`config.mk`:
```
export PLATFORM = sky130hd
export DESIGN_NAME = thermal_throttle_governor
export DESIGN_NICKNAME = d
export VERILOG_FILES = /design/src/ttg_pkg.sv /design/src/ttg_cfg_regs.sv /design/src/ttg_core.sv /design/src/ttg_out_reg.sv /design/src/thermal_throttle_governor.sv
export SDC_FILE = /design/constraint.sdc
export NUM_CORES = 1
export LEC_CHECK = 0
export ABC_AREA = 1
export BUFFER_PORTS_ARGS = -buffer_cell sky130_fd_sc_hd__buf_2
export CORE_ASPECT_RATIO = 2
export CORE_UTILIZATION = 60
export CTS_BUF_LIST = sky130_fd_sc_hd__clkbuf_4 sky130_fd_sc_hd__clkbuf_8
export DETAILED_ROUTE_END_ITERATION = 8
export GPL_ROUTABILITY_DRIVEN = 0
export PLACE_DENSITY = 0.79
export SLEW_MARGIN = 20
export SYNTH_ARGS = -nofsm -noshare
export SYNTH_HDL_FRONTEND = slang
export SYNTH_SLANG_ARGS = --single-unit
```
`constraint.sdc`:
```
create_clock -name clk -period 5.75 [get_ports clk]
set_input_delay 1.15 -clock clk [delete_from_list [all_inputs] [get_ports clk]]
set_output_delay 1.15 -clock clk [all_outputs]
set_load 0.05 [all_outputs]
```
`src/ttg_pkg.sv`:
```
`timescale 1ns / 1ps
`default_nettype none

package ttg_pkg;

  // Input transaction modes.
  typedef enum logic [1:0] {
    MODE_NORMAL   = 2'd0,
    MODE_BENCH    = 2'd1,
    MODE_OVERTEMP = 2'd2,
    MODE_UNUSED   = 2'd3
  } mode_e;

  // Configuration register indexes.
  localparam int CFG_INDEX_W = 3;
  localparam int CFG_DATA_W  = 7;
  localparam logic [CFG_INDEX_W-1:0] CFG_BYPASS         = 3'd0;
  localparam logic [CFG_INDEX_W-1:0] CFG_AREA_THRESHOLD = 3'd1;
  localparam logic [CFG_INDEX_W-1:0] CFG_PERSIST_LIMIT  = 3'd2;
  localparam logic [CFG_INDEX_W-1:0] CFG_BENCH_HOT      = 3'd3;
  localparam logic [CFG_INDEX_W-1:0] CFG_BENCH_COLD     = 3'd4;

  // Configuration reset values.
  localparam logic [6:0] AREA_THRESHOLD_RST = 7'd50;
  localparam logic [5:0] PERSIST_LIMIT_RST  = 6'd30;
  localparam logic [6:0] MY_HOT_RST      = 7'd79;
  localparam logic [6:0] MY_COLD_RST     = 7'd70;

  // Sample substituted in bypass mode.
  localparam logic [6:0] ROOM_TEMP = 7'd25;

  // Counter widths and saturation points.
  localparam int COUNT_W = 5;
  localparam logic [COUNT_W-1:0] COUNT_MAX   = 5'd31;
  localparam logic [5:0]         PERSIST_MAX = 6'd63;

  // Average thresholds of the hot and cold ladders (average must exceed these).
  localparam int HOT_TOP   = 62;
  localparam int HOT_MID   = 59;
  localparam int HOT_LOW   = 57;
  localparam int COLD_TOP  = 54;
  localparam int COLD_HIGH = 52;
  localparam int COLD_MID  = 49;
  localparam int COLD_LOW  = 47;

  // Limit level codes.
  localparam logic [1:0] CPU_MAX = 2'd0;
  localparam logic [1:0] CPU_MID = 2'd1;
  localparam logic [1:0] CPU_LOW = 2'd2;
  localparam logic [1:0] CPU_MIN = 2'd3;
  localparam logic       GPU_MAX = 1'b0;
  localparam logic       GPU_LIM = 1'b1;

  // Held level codes meaning nothing issued yet.
  localparam logic [2:0] HELD_CPU_NONE = 3'd7;
  localparam logic [1:0] HELD_GPU_NONE = 2'd3;

  // Cold window hysteresis flag codes.
  localparam logic [1:0] CF_NONE = 2'd0;
  localparam logic [1:0] CF_MID  = 2'd1;
  localparam logic [1:0] CF_TOP  = 2'd2;

  typedef struct packed {
    logic       bypass;
    logic [6:0] area_threshold;
    logic [5:0] persist_limit;
    logic [6:0] my_hot;
    logic [6:0] my_cold;
  } cfg_t;

  typedef struct packed {
    mode_e             mode;
    logic signed [7:0] sample_temp;
    logic signed [7:0] area_temp;
  } item_t;

  typedef struct packed {
    logic [1:0] cpu_level;
    logic       gpu_level;
  } lvl_t;

endpackage

`default_nettype wire

```
`src/ttg_cfg_regs.sv`:
```
`timescale 1ns / 1ps
`default_nettype none

module ttg_cfg_regs (
  input  logic                             clk,
  input  logic                             rst_n,
  input  logic                             cfg_write,
  input  logic [ttg_pkg::CFG_INDEX_W-1:0]  cfg_index,
  input  logic [ttg_pkg::CFG_DATA_W-1:0]   cfg_data,
  output ttg_pkg::cfg_t                    cfg
);
  import ttg_pkg::*;

  cfg_t cfg_r;
  cfg_t cfg_nxt;

  // Decode a write transaction into the addressed register.
  always_comb begin
    cfg_nxt = cfg_r;
    if (cfg_write) begin
      case (cfg_index)
        CFG_BYPASS:         cfg_nxt.bypass         = cfg_data[0];
        CFG_AREA_THRESHOLD: cfg_nxt.area_threshold = cfg_data;
        CFG_PERSIST_LIMIT:  cfg_nxt.persist_limit  = cfg_data[5:0];
        CFG_BENCH_HOT:      cfg_nxt.my_hot      = cfg_data;
        CFG_BENCH_COLD:     cfg_nxt.my_cold     = cfg_data;
        default: ;
      endcase
    end
  end

  always_ff @(posedge clk) begin
    if (!rst_n) begin
      cfg_r.bypass         <= 1'b0;
      cfg_r.area_threshold <= AREA_THRESHOLD_RST;
      cfg_r.persist_limit  <= PERSIST_LIMIT_RST;
      cfg_r.my_hot      <= MY_HOT_RST;
      cfg_r.my_cold     <= MY_COLD_RST;
    end else begin
      cfg_r <= cfg_nxt;
    end
  end

  assign cfg = cfg_r;

endmodule

`default_nettype wire

```
`src/ttg_core.sv`:
```
`timescale 1ns / 1ps
`default_nettype none

module ttg_core #(
  parameter int WINDOW_LENGTH = 20,
  parameter int SUM_WIDTH     = 16
) (
  input  logic           clk,
  input  logic           rst_n,
  input  logic           advance,
  input  ttg_pkg::item_t item,
  input  ttg_pkg::cfg_t  cfg,
  output logic           res_valid,
  output ttg_pkg::lvl_t  res_lvl
);
  import ttg_pkg::*;

  // Comparing the window sum against (threshold + 1) * WINDOW_LENGTH is the same
  // as checking that the truncated average exceeds the threshold.
  localparam logic [SUM_WIDTH-1:0] HOT_TOP_SUM   = SUM_WIDTH'((HOT_TOP + 1) * WINDOW_LENGTH);
  localparam logic [SUM_WIDTH-1:0] HOT_MID_SUM   = SUM_WIDTH'((HOT_MID + 1) * WINDOW_LENGTH);
  localparam logic [SUM_WIDTH-1:0] HOT_LOW_SUM   = SUM_WIDTH'((HOT_LOW + 1) * WINDOW_LENGTH);
  localparam logic [SUM_WIDTH-1:0] COLD_TOP_SUM  = SUM_WIDTH'((COLD_TOP + 1) * WINDOW_LENGTH);
  localparam logic [SUM_WIDTH-1:0] COLD_HIGH_SUM = SUM_WIDTH'((COLD_HIGH + 1) * WINDOW_LENGTH);
  localparam logic [SUM_WIDTH-1:0] COLD_MID_SUM  = SUM_WIDTH'((COLD_MID + 1) * WINDOW_LENGTH);
  localparam logic [SUM_WIDTH-1:0] COLD_LOW_SUM  = SUM_WIDTH'((COLD_LOW + 1) * WINDOW_LENGTH);
  localparam logic [COUNT_W-1:0]   WINDOW_CNT    = COUNT_W'(WINDOW_LENGTH);

  logic [SUM_WIDTH-1:0] hot_sum_r, hot_sum_nxt;
  logic [SUM_WIDTH-1:0] cold_sum_r, cold_sum_nxt;
  logic [COUNT_W-1:0]   hot_count_r, hot_count_nxt;
  logic [COUNT_W-1:0]   cold_count_r, cold_count_nxt;
  logic [5:0]           persist_count_r, persist_count_nxt;
  logic                 hot_flag_r, hot_flag_nxt;
  logic [1:0]           cold_flag_r, cold_flag_nxt;
  logic [2:0]           held_cpu_r, held_cpu_nxt;
  logic [1:0]           held_gpu_r, held_gpu_nxt;

  logic [6:0]           pos_temp;
  logic                 temp_pos;
  logic                 hot_sel;
  logic [SUM_WIDTH-1:0] win_sum;
  logic [SUM_WIDTH:0]   sum_ext;
  logic [SUM_WIDTH-1:0] win_sum_sat;
  logic [COUNT_W-1:0]   win_count;
  logic [COUNT_W-1:0]   win_count_inc;
  logic                 win_done;
  logic [5:0]           persist_inc;

  logic                 lad_issue;
  lvl_t                 lad_lvl;
  logic                 lad_hf;
  logic [1:0]           lad_cf;
  logic [5:0]           lad_pc;
  logic                 lvl_change;

  // Sample after bypass, and the selected window's updated sum and count.
  always_comb begin
    pos_temp      = cfg.bypass ? ROOM_TEMP : item.sample_temp[6:0];
    temp_pos      = cfg.bypass || (!item.sample_temp[7] && (item.sample_temp[6:0] != 7'd0));
    hot_sel       = item.area_temp >= $signed({1'b0, cfg.area_threshold});
    win_sum       = hot_sel ? hot_sum_r : cold_sum_r;
    sum_ext       = {1'b0, win_sum} + {{(SUM_WIDTH - 6){1'b0}}, pos_temp};
    win_sum_sat   = sum_ext[SUM_WIDTH] ? {SUM_WIDTH{1'b1}} : sum_ext[SUM_WIDTH-1:0];
    win_count     = hot_sel ? hot_count_r : cold_count_r;
    win_count_inc = (win_count == COUNT_MAX) ? win_count : win_count + 1'b1;
    win_done      = win_count_inc >= WINDOW_CNT;
    persist_inc   = (persist_count_r == PERSIST_MAX) ? persist_count_r
                                                     : persist_count_r + 1'b1;
  end

  // Level ladders of the hot and cold windows.
  always_comb begin
    lad_issue = 1'b1;
    lad_lvl   = '{cpu_level: CPU_LOW, gpu_level: GPU_LIM};
    lad_hf    = 1'b0;
    lad_cf    = CF_NONE;
    lad_pc    = persist_count_r;
    if (hot_sel) begin
      lad_hf = 1'b1;
      if (win_sum_sat >= HOT_TOP_SUM) begin
        lad_pc = persist_count_r;
      end else if (win_sum_sat >= HOT_MID_SUM) begin
        lad_pc = persist_inc;
        if ((persist_inc >= cfg.persist_limit) && hot_flag_r) begin
          lad_pc    = 6'd0;
          lad_issue = 1'b0;
        end
      end else begin
        lad_pc = 6'd0;
        if (!((win_sum_sat >= HOT_LOW_SUM) && hot_flag_r)) begin
          lad_lvl = '{cpu_level: CPU_MID, gpu_level: GPU_LIM};
          lad_hf  = 1'b0;
        end
      end
    end else begin
      if (win_sum_sat >= COLD_TOP_SUM) begin
        lad_pc = persist_inc;
        lad_cf = CF_TOP;
        if ((persist_inc >= cfg.persist_limit) && (cold_flag_r == CF_TOP)) begin
          lad_pc    = 6'd0;
          lad_issue = 1'b0;
        end
      end else begin
        lad_pc = 6'd0;
        if (win_sum_sat >= COLD_HIGH_SUM) begin
          if (cold_flag_r < CF_TOP) begin
            lad_lvl = '{cpu_level: CPU_MID, gpu_level: GPU_LIM};
            lad_cf  = CF_MID;
          end else begin
            lad_cf  = CF_TOP;
          end
        end else if (win_sum_sat >= COLD_MID_SUM) begin
          lad_lvl = '{cpu_level: CPU_MID, gpu_level: GPU_LIM};
          lad_cf  = CF_MID;
        end else if ((win_sum_sat >= COLD_LOW_SUM) && (cold_flag_r != CF_NONE)) begin
          lad_lvl = '{cpu_level: CPU_MID, gpu_level: GPU_LIM};
          lad_cf  = CF_MID;
        end else begin
          lad_lvl = '{cpu_level: CPU_MAX, gpu_level: GPU_MAX};
          lad_cf  = CF_NONE;
        end
      end
    end
    lvl_change = (held_cpu_r != {1'b0, lad_lvl.cpu_level}) ||
                 (held_gpu_r != {1'b0, lad_lvl.gpu_level});
  end

  // State update and result for the transaction leaving the input register.
  always_comb begin
    hot_sum_nxt       = hot_sum_r;
    cold_sum_nxt      = cold_sum_r;
    hot_count_nxt     = hot_count_r;
    cold_count_nxt    = cold_count_r;
    persist_count_nxt = persist_count_r;
    hot_flag_nxt      = hot_flag_r;
    cold_flag_nxt     = cold_flag_r;
    held_cpu_nxt      = held_cpu_r;
    held_gpu_nxt      = held_gpu_r;
    res_valid         = 1'b0;
    res_lvl           = lad_lvl;
    if (advance) begin
      case (item.mode)
        MODE_OVERTEMP: begin
          hot_count_nxt  = '0;
          cold_count_nxt = '0;
          res_valid      = 1'b1;
          res_lvl        = '{cpu_level: CPU_MIN, gpu_level: GPU_LIM};
        end
        MODE_BENCH: begin
          // Benchmark rule leaves all window state alone.
          if (temp_pos) begin
            if (pos_temp > cfg.my_hot) begin
              res_valid = 1'b1;
              res_lvl   = '{cpu_level: CPU_MIN, gpu_level: GPU_LIM};
            end else if (pos_temp < cfg.my_cold) begin
              res_valid = 1'b1;
              res_lvl   = '{cpu_level: CPU_MAX, gpu_level: GPU_MAX};
            end
          end
        end
        MODE_NORMAL: begin
          if (temp_pos) begin
            if (hot_sel) begin
              hot_sum_nxt    = win_done ? '0 : win_sum_sat;
              hot_count_nxt  = win_done ? '0 : win_count_inc;
              cold_sum_nxt   = '0;
              cold_count_nxt = '0;
            end else begin
              cold_sum_nxt   = win_done ? '0 : win_sum_sat;
              cold_count_nxt = win_done ? '0 : win_count_inc;
              hot_sum_nxt    = '0;
              hot_count_nxt  = '0;
            end
            if (win_done) begin
              persist_count_nxt = lad_pc;
              if (lad_issue) begin
                hot_flag_nxt  = lad_hf;
                cold_flag_nxt = lad_cf;
                if (lvl_change) begin
                  held_cpu_nxt = {1'b0, lad_lvl.cpu_level};
                  held_gpu_nxt = {1'b0, lad_lvl.gpu_level};
                  res_valid    = 1'b1;
                end
              end
            end
          end
        end
        default: ;
      endcase
    end
  end

  always_ff @(posedge clk) begin
    if (!rst_n) begin
      hot_sum_r       <= '0;
      cold_sum_r      <= '0;
      hot_count_r     <= '0;
      cold_count_r    <= '0;
      persist_count_r <= '0;
      hot_flag_r      <= 1'b0;
      cold_flag_r     <= CF_NONE;
      held_cpu_r      <= HELD_CPU_NONE;
      held_gpu_r      <= HELD_GPU_NONE;
    end else begin
      hot_sum_r       <= hot_sum_nxt;
      cold_sum_r      <= cold_sum_nxt;
      hot_count_r     <= hot_count_nxt;
      cold_count_r    <= cold_count_nxt;
      persist_count_r <= persist_count_nxt;
      hot_flag_r      <= hot_flag_nxt;
      cold_flag_r     <= cold_flag_nxt;
      held_cpu_r      <= held_cpu_nxt;
      held_gpu_r      <= held_gpu_nxt;
    end
  end

endmodule

`default_nettype wire

```
`src/ttg_out_reg.sv`:
```
`timescale 1ns / 1ps
`default_nettype none

module ttg_out_reg (
  input  logic          clk,
  input  logic          rst_n,
  input  logic          advance,
  input  logic          res_valid,
  input  ttg_pkg::lvl_t res_lvl,
  input  logic          out_ready,
  output logic          out_valid,
  output ttg_pkg::lvl_t out_lvl,
  output logic          busy
);
  import ttg_pkg::*;

  logic out_valid_r, out_valid_nxt;
  lvl_t out_lvl_r, out_lvl_nxt;

  // A held result blocks the core until the receiver takes it.
  assign busy = out_valid_r && !out_ready;

  always_comb begin
    out_valid_nxt = out_valid_r;
    out_lvl_nxt   = out_lvl_r;
    if (advance) begin
      out_valid_nxt = res_valid;
      out_lvl_nxt   = res_lvl;
    end else if (out_ready) begin
      out_valid_nxt = 1'b0;
    end
  end

  always_ff @(posedge clk) begin
    if (!rst_n) begin
      out_valid_r <= 1'b0;
    end else begin
      out_valid_r <= out_valid_nxt;
    end
  end

  always_ff @(posedge clk) begin
    out_lvl_r <= out_lvl_nxt;
  end

  assign out_valid = out_valid_r;
  assign out_lvl   = out_lvl_r;

endmodule

`default_nettype wire

```
`src/thermal_throttle_governor.sv`:
```
// Thermal throttle governor: turns a stream of temperature samples into CPU
// and GPU limit levels.
// Input channel (in_valid/in_ready): one transaction carries a mode, a sample
// and an area reading. Result channel (out_valid/out_ready): a transaction
// carries new CPU and GPU levels and appears only when a level is issued.
// Configuration channel (cfg_valid/cfg_ready): cfg_ready is always high;
// write only while no input transaction is in flight.
// Throughput is one input transaction per cycle while no held result blocks
// the core. An accepted transaction waits in the input register, and its
// result, if any, is loaded into the output register at the edge on which
// it leaves. A single combinational pass from the input register updates
// the window state and forms the result for the output register.
// If the receiver stalls, the result stays in the output register, one more
// transaction may wait in the input register, and then in_ready drops.
// Synchronous reset clears all window state, marks no level as issued and
// loads the default configuration; no clearing pass is needed.
`timescale 1ns / 1ps
`default_nettype none

module thermal_throttle_governor #(
  parameter int WINDOW_LENGTH = 20,
  parameter int SUM_WIDTH     = 16
) (
  input  logic                             clk,
  input  logic                             rst_n,
  input  logic                             in_valid,
  output logic                             in_ready,
  input  logic [1:0]                       in_mode,
  input  logic signed [7:0]                in_sample_temp,
  input  logic signed [7:0]                in_area_temp,
  output logic                             out_valid,
  input  logic                             out_ready,
  output logic [1:0]                       out_cpu_level,
  output logic                             out_gpu_level,
  input  logic                             cfg_valid,
  output logic                             cfg_ready,
  input  logic [ttg_pkg::CFG_INDEX_W-1:0]  cfg_index,
  input  logic [ttg_pkg::CFG_DATA_W-1:0]   cfg_data
);
  import ttg_pkg::*;

  cfg_t  cfg;
  item_t item_r, item_nxt;
  logic  item_valid_r, item_valid_nxt;
  logic  advance;
  logic  busy;
  logic  res_valid;
  lvl_t  res_lvl;
  lvl_t  out_lvl;

  assign cfg_ready = 1'b1;

  ttg_cfg_regs u_cfg_regs (
    .clk       (clk),
    .rst_n     (rst_n),
    .cfg_write (cfg_valid && cfg_ready),
    .cfg_index (cfg_index),
    .cfg_data  (cfg_data),
    .cfg       (cfg)
  );

  // Input register: drains whenever the output register can take a result.
  assign advance  = item_valid_r && !busy;
  assign in_ready = !item_valid_r || advance;

  always_comb begin
    item_valid_nxt = item_valid_r;
    item_nxt       = item_r;
    if (in_ready) begin
      item_valid_nxt = in_valid;
      item_nxt       = '{mode: mode_e'(in_mode), sample_temp: in_sample_temp,
                         area_temp: in_area_temp};
    end
  end

  always_ff @(posedge clk) begin
    if (!rst_n) begin
      item_valid_r <= 1'b0;
    end else begin
      item_valid_r <= item_valid_nxt;
    end
  end

  always_ff @(posedge clk) begin
    item_r <= item_nxt;
  end

  ttg_core #(
    .WINDOW_LENGTH (WINDOW_LENGTH),
    .SUM_WIDTH     (SUM_WIDTH)
  ) u_core (
    .clk       (clk),
    .rst_n     (rst_n),
    .advance   (advance),
    .item      (item_r),
    .cfg       (cfg),
    .res_valid (res_valid),
    .res_lvl   (res_lvl)
  );

  ttg_out_reg u_out_reg (
    .clk       (clk),
    .rst_n     (rst_n),
    .advance   (advance),
    .res_valid (res_valid),
    .res_lvl   (res_lvl),
    .out_ready (out_ready),
    .out_valid (out_valid),
    .out_lvl   (out_lvl),
    .busy      (busy)
  );

  assign out_cpu_level = out_lvl.cpu_level;
  assign out_gpu_level = out_lvl.gpu_level;

endmodule

`default_nettype wire

```
==> flow_summary.toml, run 1 <==
[worst_hold_path]
worstHoldPathCells = 2
hp-class = "reg -> reg"
hold_start = "u_core.held_gpu_r[1]"
min_to = "u_core.held_gpu_r[1]"

[setup_path]
reg2reg_to = "u_out_reg.out_valid"
rr_worst_depth = 39
critPathKind = "reg -> reg"
worst-r2r-setup-slack_ns = 0.49
cp.required_ns = 6.03
cp.arrival_ns = 5.54
crit_fanout = 16
cp_slowest_cell = "fa_1"
startpoint_type = "flip-flop"
cpMostUsedCell = "nand2_1"
slowest_delay_ns = 0.42
worstSetupEndpointType = "flip-flop"
reg2reg_from = "item_r[1]"

[detailed_routing]
drt-initial-drc-count = 336
drc = 0
post_drt_wl_per_cell_microns = 14.67
dr.pass1.iters = 5
wirelength_mm = 15.92
vias = 5970
antenna_left = 0
via_per_inst = 5.502

[clocking]
hold_buffers = 0
cts_sinks = 106
post_cts_resized = 0
clkLatencyLatePin_ns = 0.39
htree_levels = 3
clockRootBuffer = "clkbuf_8"
clock_path_buffers = 2
cts_tree = "built"
cts_setup_buffers = 0
cts.clk_slew.worst_paths_ns = 0.11
numCtsBuffers = 9

[synth]
syn_nets = 988
async_flop_share = 0
seq_area_frac_synth = 0.3610
yosysTopAreaCellShare = 0.2634
ys_top_cells_by_area = "dfxtp_1, nand2_1, edfxtp_1"
synth_ff_type = "dfxtp_1"
synthCells = 916
avgSynthCellArea_sq_um = 7.052
synth-edff-count = 21
syn_area_sq_um = 6460
synth_top_area_cell = "dfxtp_1"
ys_ff_latch = 106
synth_warnings = 0
yosys.cell_types.count = 48

[place]
hpwl_mm = 12.29
post_dp_cell_area_sq_um = 6726
io_buffers = 37

[floorplanning]
pin_count = 39
die_h_microns = 148.7
start_util = 0.6166
die_area_sq_um = 11210
die_w_microns = 75.37
core_sq_um = 10480
rows = 53

[global_route]
overflow = 0
antenna_found_initial = 0
grt_max_degree = 50
grt_use_total = 0.3037
first_global_vias = 5806
grt_pass1_wl_mm = 25.60

[final_layout]
antenna-diode-count = 0
final_common_cell = "nand2_1"
drive_gt1_frac = 0.1276
multi_input_area_sq_um = 3542
layout_common_cells = "nand2_1, inv_1, a21oi_1"
area_delta_synth_final_pct = 7.205
fin_area_sq_um = 6925
fillers = 983
regArea_sq_um = 2332
fin_util = 0.6610
nets = 1015

[timing]
finalSetupViolCount = 0
finalCriticalPeriod_ns = 5.260
fmax_mhz = 190.1
hold_viol = 0
worstMarginPinSlew_ns = 0.9926
slew_headroom = 0.3352
drv_slew = 0
hold_ws_ns = 0.4686
skew_ns = 0.009061
min_period_over_period = 0.9148

[power_and_ir_drop]
finalPower_w = 0.001431
power_leakage_nw = 3.260
peakVddDrop_mv = 0.1319
cellPowerDensity_nw_per_um2 = 206.6

[outcome]
status = "completed"

[flow_run]
drv_cap = 0
## worst max-delay path by stage
stage          startpoint                   to  slack, ns  cells after the start
6_report        item_r[1]  u_out_reg.out_valid       0.49                     39
2_1_floorplan   item_r[1]  u_out_reg.out_valid       1.07                     43
3_3_place_gp    item_r[1]  u_out_reg.out_valid       0.64                     37
4_1_cts         item_r[1]  u_out_reg.out_valid       0.54                     40
3_5_place_dp    item_r[1]  u_out_reg.out_valid       0.56                     39
5_1_grt         item_r[1]  u_out_reg.out_valid     -0.003                     39
## synth_stat cells, types with 2 or more instances
| library cell | n |
|---|---|
| inv_2 | 7 |
| o211ai_1 | 15 |
| xnor2_1 | 2 |
| nand3_2 | 7 |
| nand4_1 | 8 |
| nor2_1 | 73 |
| nand2_2 | 16 |
| inv_1 | 116 |
| ha_1 | 38 |
| xor2_1 | 5 |
| a31oi_1 | 2 |
| a21oi_1 | 92 |
| edfxtp_1 | 21 |
| o21bai_1 | 2 |
| o21ai_0 | 34 |
| dfxtp_1 | 85 |
| o21ai_1 | 3 |
| mux2i_1 | 2 |
| buf_6 | 3 |
| nand3b_1 | 8 |
| or2_1 | 3 |
| nand2_1 | 254 |
| o22ai_1 | 2 |
| a21boi_0 | 2 |
| nand3_1 | 45 |
| o21a_1 | 4 |
| nor3_1 | 6 |
| or2_2 | 5 |
| clkbuf_1 | 16 |
| a22oi_1 | 3 |
| nor2_4 | 6 |
| buf_1 | 5 |
| nor2_2 | 10 |
| nand2_4 | 2 |
## state kept, by name, indices dropped and copies added (netlist names)
signal,cells
u_core.hot_flag_r,1
u_core.held_gpu_r,2
u_core.hot_count_r,5
item_r,18
u_core.held_cpu_r,2
u_core.persist_count_r,6
u_out_reg.out_lvl,3
item_valid_r,1
u_core.hot_sum_r,16
u_core.cold_count_r,5
u_out_reg.out_valid,1
u_cfg_regs.cfg,28
u_core.cold_sum_r,16
u_core.cold_flag_r,2
## layout make-up
cell class              count  area share
flip-flops and latches    106      0.3368
repair buffers             43     0.03324
well taps                 137     0.02475
clock inverters             7    0.009214
multi-input cells         660      0.5115
clock buffers               9     0.01789
inverters                 123     0.06667
## per-stage QoR
stage / setup WS (ns) / TNS [ns] / cells
global route: -0.002785 / -0.002785 / 1085
detailed placement: 0.5624 / 0 / 1069
global placement: 0.6402 / 0 / 1069
finish: 0.4898 / 0 / 1085
CTS: 0.5373 / 0 / 1085
floorplan: 1.068 / 0 / 916
## where the power goes
group	internal (W)	total (W)	switching, W
logic	0.0000654	0.000208	0.000143
clock network	0.000165	0.000440	0.000275
registers	0.000775	0.000783	0.00000761
## critical path, delay by kind of cell (launching register included)
kind,cells,cell delay [ns]
simple gates,30,2.98
fa+ha+maj,3,0.90
compound gates,3,0.45
buf+inv,3,0.41
flops,1,0.39
## kinds of logic (layout without fill, tap and decap cells)
group / count (synthesis) / count (layout) / synth area share
AOI/OAI and AO/OA: 164 / 164 / 0.1427
xor gates and xnor gates: 7 / 7 / 0.009491
adders and majority gates: 39 / 39 / 0.07670
buffers and inverters: 150 / 182 / 0.09316
DFF: 106 / 106 / 0.3610
muxes: 2 / 2 / 0.003099
other: 1 / 1 / 0.0005805
and+or+nand+nor: 447 / 447 / 0.3132
## layer usage
metal  GRT usage  up-vias  part of all wire
li1            -     3017                 -
met1      0.2712     2719              0.35
met2      0.5647      153              0.55
met3     0.05676       81             0.037
met4      0.2259        0             0.069
met5           0        -                 0
No activity file was read; power rests on OpenSTA's default activity.
==> run 2, diff against run 1 <==
--- a/config.mk
+++ b/config.mk
@@ -7,7 +7,6 @@
 export LEC_CHECK = 0
 export ABC_AREA = 1
 export BUFFER_PORTS_ARGS = -buffer_cell sky130_fd_sc_hd__buf_2
-export CORE_ASPECT_RATIO = 2
 export CORE_UTILIZATION = 60
 export CTS_BUF_LIST = sky130_fd_sc_hd__clkbuf_4 sky130_fd_sc_hd__clkbuf_8
 export DETAILED_ROUTE_END_ITERATION = 8
==> flow_summary.toml, run 2 (synthesis gave the netlist of run 1 again) <==
[outcome]
status = "completed"

[final_layout]
final_common_cell = "nand2_1"
fillers = 939
drive_gt1_frac = 0.1247
largest_register_ffs = 28
fin_cells = 1082
layout_common_cells = "nand2_1, inv_1, a21oi_1"
area_delta_synth_final_pct = 8.115
fin_area_sq_um = 6984
nets = 1013
antenna-diode-count = 0

[power_and_ir_drop]
seqPwrFrac = 0.502
p_int_w = 0.001143
power_switching_w = 0.0004157
p_sw_frac = 0.2667
peakVddDrop_mv = 0.1825
p_comb_frac = 0.130
cellPowerDensity_nw_per_um2 = 223.2
power_leakage_nw = 3.272
p_clk_frac = 0.368

[global_route]
overflow = 0
first_global_vias = 5191
antenna_found_initial = 0
grt_pass1_wl_mm = 24.18
grt_use_total = 0.2729
grt_max_degree = 37

[timing]
finalCriticalPeriod_ns = 5.161
finalSetupViolCount = 0
worstMarginPinSlew_ns = 0.9516
slew_headroom = 0.3649
drv_slew = 0
fin_tns_setup_ns = 0
skew_ns = 0.01138
fmax_mhz = 193.8
min_period_over_period = 0.8976
rsz0062_at_grt = "no"
hold_viol = 0
post-route-worst-setup-slack_ns = 0.5889

[flow_run]
drv_cap = 0

[clocking]
numCtsBuffers = 9
cts.clk_slew.worst_paths_ns = 0.10
clock_path_buffers = 2
cts_setup_buffers = 0
clockRootBuffer = "clkbuf_8"
clkLatencyLatePin_ns = 0.39
cts_sinks = 106
htree_levels = 3
cts_tree = "built"

[floorplanning]
die_w_microns = 105.8
die_h_microns = 105.8
start_util = 0.6229
rows = 37
core_sq_um = 10370
pin_count = 39
die_area_sq_um = 11190

[detailed_routing]
via_per_inst = 5.343
post_drt_wl_per_cell_microns = 13.32
drt-initial-drc-count = 442
drc = 0
antenna_left = 0
vias = 5781
wirelength_mm = 14.41
dr.pass1.iters = 5

[place]
io_buffers = 37
post_dp_cell_area_sq_um = 6710
hpwl_mm = 10.77
placed_cells = 1066
pre_cts_ws_ns = 0.4914

[setup_path]
cp_slowest_cell = "fa_1"
worstSetupEndpointType = "flip-flop"
cp.arrival_ns = 5.43
cp.required_ns = 6.02
crit_fanout = 36
cpMostUsedCell = "nand2_1"
startpoint_type = "flip-flop"
slowest_delay_ns = 0.42
critPathKind = "reg -> reg"

[worst_hold_path]
hp-class = "reg -> reg"
run 2: changes by cell type in the layout (fill, tap and decap cells not counted), sizes merged:
cell / previous run / this run
buf: 43 / 41
bufinv: 0 / 3
inv: 125 / 123
clkbuf: 9 / 10
clkinv: 3 / 2
clkinvlp: 2 / 1
run 2: critical path, delay by kind of cell (launching register included):
kind            cells  cell delay [ns]
fa+ha+maj           3             0.92
simple gates       34             3.21
compound gates      2             0.26
buf+inv             2             0.24
flops               1             0.40
run 2: layout make-up:
type                            instances  area [sq um]  area share
Clock inverter                          6         112.6     0.01612
Sequential cell                       106          2332      0.3339
Tap cell                              136         170.2     0.02436
Inverter                              123         466.7     0.06682
Timing Repair Buffer                   41         215.2     0.03081
Clock buffer                           10         137.6     0.01971
Multi-Input combinational cell        660          3550      0.5082
run 2: path summary, 6_finish.rpt:
path / start / to / slack [ns] / cells past startpoint
max: item_r[1] / u_out_reg.out_valid / 0.59 / 41
min reg2reg: u_core.held_gpu_r[1] / u_core.held_gpu_r[1] / 0.46 / 2
min: u_core.held_gpu_r[1] / u_core.held_gpu_r[1] / 0.46 / 2
max reg2reg: item_r[1] / u_out_reg.out_valid / 0.59 / 41
run 2: per-stage QoR:
stage                       util  power (W)  hold WS [ns]
final                     0.6735   0.001559        0.4586
after global routing      0.6735   0.001617        0.4864
after CTS                 0.6712   0.001562        0.4608
after detailed placement  0.6471  0.0009979        0.4441
after global placement    0.6471  0.0009952        0.4502
after floorplan                -  0.0009490        0.4196
run 2: power groups by stage:
| stage | clock (W) | sequential (W) | combinational, W |
|---|---|---|---|
| 2_1_floorplan | 0 | 0.000804 | 0.000145 |
| 3_3_place_gp | 0 | 0.000799 | 0.000196 |
| 3_5_place_dp | 0 | 0.000799 | 0.000199 |
| 4_1_cts | 0.000579 | 0.000782 | 0.000200 |
| 5_1_grt | 0.000605 | 0.000784 | 0.000228 |
| 6_report | 0.000574 | 0.000782 | 0.000202 |
run 2: layer usage:
| layer | vias up | GRT usage | wire (microns) |
|---|---|---|---|
| met1 | 2599 | 0.3694 | 6974 |
| met5 | - | 0 | 0 |
| met2 | 125 | 0.4407 | 6541 |
| li1 | 3029 | - | - |
| met3 | 28 | 0.03463 | 524 |
| met4 | 0 | 0.1101 | 369 |
run 2: repair_timing:
| item | in CTS | in global routing |
|---|---|---|
| gates resized for setup | 0 | 7 |
| hold buffers | 0 | 0 |
| setup endpoints to repair | 0 | 12 |
==> run 3, diff against run 2 <==
--- a/config.mk
+++ b/config.mk
@@ -11,7 +11,7 @@
 export CTS_BUF_LIST = sky130_fd_sc_hd__clkbuf_4 sky130_fd_sc_hd__clkbuf_8
 export DETAILED_ROUTE_END_ITERATION = 8
 export GPL_ROUTABILITY_DRIVEN = 0
-export PLACE_DENSITY = 0.79
+export PLACE_DENSITY = 0.81
 export SLEW_MARGIN = 20
 export SYNTH_ARGS = -nofsm -noshare
 export SYNTH_HDL_FRONTEND = slang
==> flow_summary.toml, run 3 (synthesis gave the netlist of run 1 again) <==
[outcome]
status = "completed"

[setup_path]
startpoint_type = "flip-flop"
cp.arrival_ns = 5.31
worstSetupEndpointType = "flip-flop"
critPathKind = "reg -> reg"
cp.required_ns = 6.02
cpMostUsedCell = "nand2_1"
cp_slowest_cell = "fa_1"
slowest_delay_ns = 0.42
crit_fanout = 18

[place]
placed_cells = 1066
post_dp_cell_area_sq_um = 6710
hpwl_mm = 10.73
io_buffers = 37

[flow_run]
drv_cap = 0

[timing]
fmax_mhz = 198.4
fin_tns_setup_ns = 0
finalSetupViolCount = 0
finalCriticalPeriod_ns = 5.040
skew_ns = 0.01794
hold_ws_ns = 0.4680
drv_slew = 0
hold_viol = 0
min_period_over_period = 0.8765
rsz0062_at_grt = "no"
slew_headroom = 0.3485
worstMarginPinSlew_ns = 0.9762

[clocking]
numCtsBuffers = 9
cts.clk_slew.worst_paths_ns = 0.11
clock_path_buffers = 2
clkLatencyLatePin_ns = 0.38
hold_buffers = 0
cts_sinks = 106
htree_levels = 3
cts_tree = "built"
clockRootBuffer = "clkbuf_8"

[final_layout]
area_delta_synth_final_pct = 7.651
layout_common_cells = "nand2_1, inv_1, a21oi_1"
final_common_cell = "nand2_1"
nets = 1014
drive_gt1_frac = 0.1267
fin_area_sq_um = 6954
antenna-diode-count = 0
fin_cells = 1083
largest_register_ffs = 28

[floorplanning]
core_sq_um = 10370
die_w_microns = 105.8
rows = 37
die_h_microns = 105.8
pin_count = 39
start_util = 0.6229
die_area_sq_um = 11190

[detailed_routing]
post_drt_wl_per_cell_microns = 13.34
via_per_inst = 5.372
drc = 0
drt-initial-drc-count = 424
wirelength_mm = 14.44
vias = 5818
antenna_left = 0
dr.pass1.iters = 6

[power_and_ir_drop]
cellPowerDensity_nw_per_um2 = 210.0
power_leakage_nw = 3.261
peakVddDrop_mv = 0.1440

[global_route]
overflow = 0
grt_max_degree = 57
antenna_found_initial = 0
grt_pass1_wl_mm = 24.60
first_global_vias = 5396
grt_use_total = 0.2748

[worst_hold_path]
hp-class = "reg -> reg"
==> run 3: critical path, delay by kind of cell, from the launching register on <==
family / cells / cell delay [ns]
compound gates: 3 / 0.46
buf+inv: 3 / 0.30
simple gates: 24 / 2.83
fa+ha+maj: 3 / 0.93
flops: 1 / 0.40
==> run 3: layout make-up <==
type,instances,area (sq um)
clock buffer,9,123.9
timing repair buffer,41,215.2
multi-input combinational,661,3570
fill,935,3416
tap,136,170.2
inverter,123,466.7
clock inverter,7,76.32
sequential,106,2332
==> run 3: timing repair <==
action | CTS | global route
resized for setup | 0 | 7
setup endpoints to repair | 0 | 16
buffers inserted | 0 | 0
==> run 3: per-stage QoR <==
step	utilization	total power, W	setup WS, ns
2_1_floorplan	-	0.0009490	1.068
3_3_place_gp	0.6471	0.0009957	0.6029
3_5_place_dp	0.6471	0.0009977	0.3443
4_1_cts	0.6664	0.001460	0.2563
5_1_grt	0.6706	0.001528	0.01111
6_report	0.6706	0.001460	0.7099
==> run 3: final timing paths <==
kind / start / cells past startpoint / to / slack (ns)
min: u_cfg_regs.cfg[11] / 2 / u_cfg_regs.cfg[11] / 0.47
max reg2reg: item_r[1] / 33 / u_core.held_gpu_r[0] / 0.71
min reg2reg: u_cfg_regs.cfg[11] / 2 / u_cfg_regs.cfg[11] / 0.47
max: item_r[1] / 33 / u_core.held_gpu_r[0] / 0.71
==> run 3: where the power goes <==
part	switching, W	internal, W
Clock	0.000267	0.000205
Sequential	0.00000697	0.000775
Combinational	0.000140	0.0000660
Total	0.000414	0.00105
==> run 3: layer usage <==
| layer | share of wire | track usage | wire length, microns |
|---|---|---|---|
| met5 | 0 | 0 | 0 |
| met4 | 0.027 | 0.1111 | 391 |
| met3 | 0.061 | 0.04824 | 885 |
| met2 | 0.43 | 0.4300 | 6224 |
| met1 | 0.48 | 0.3754 | 6942 |
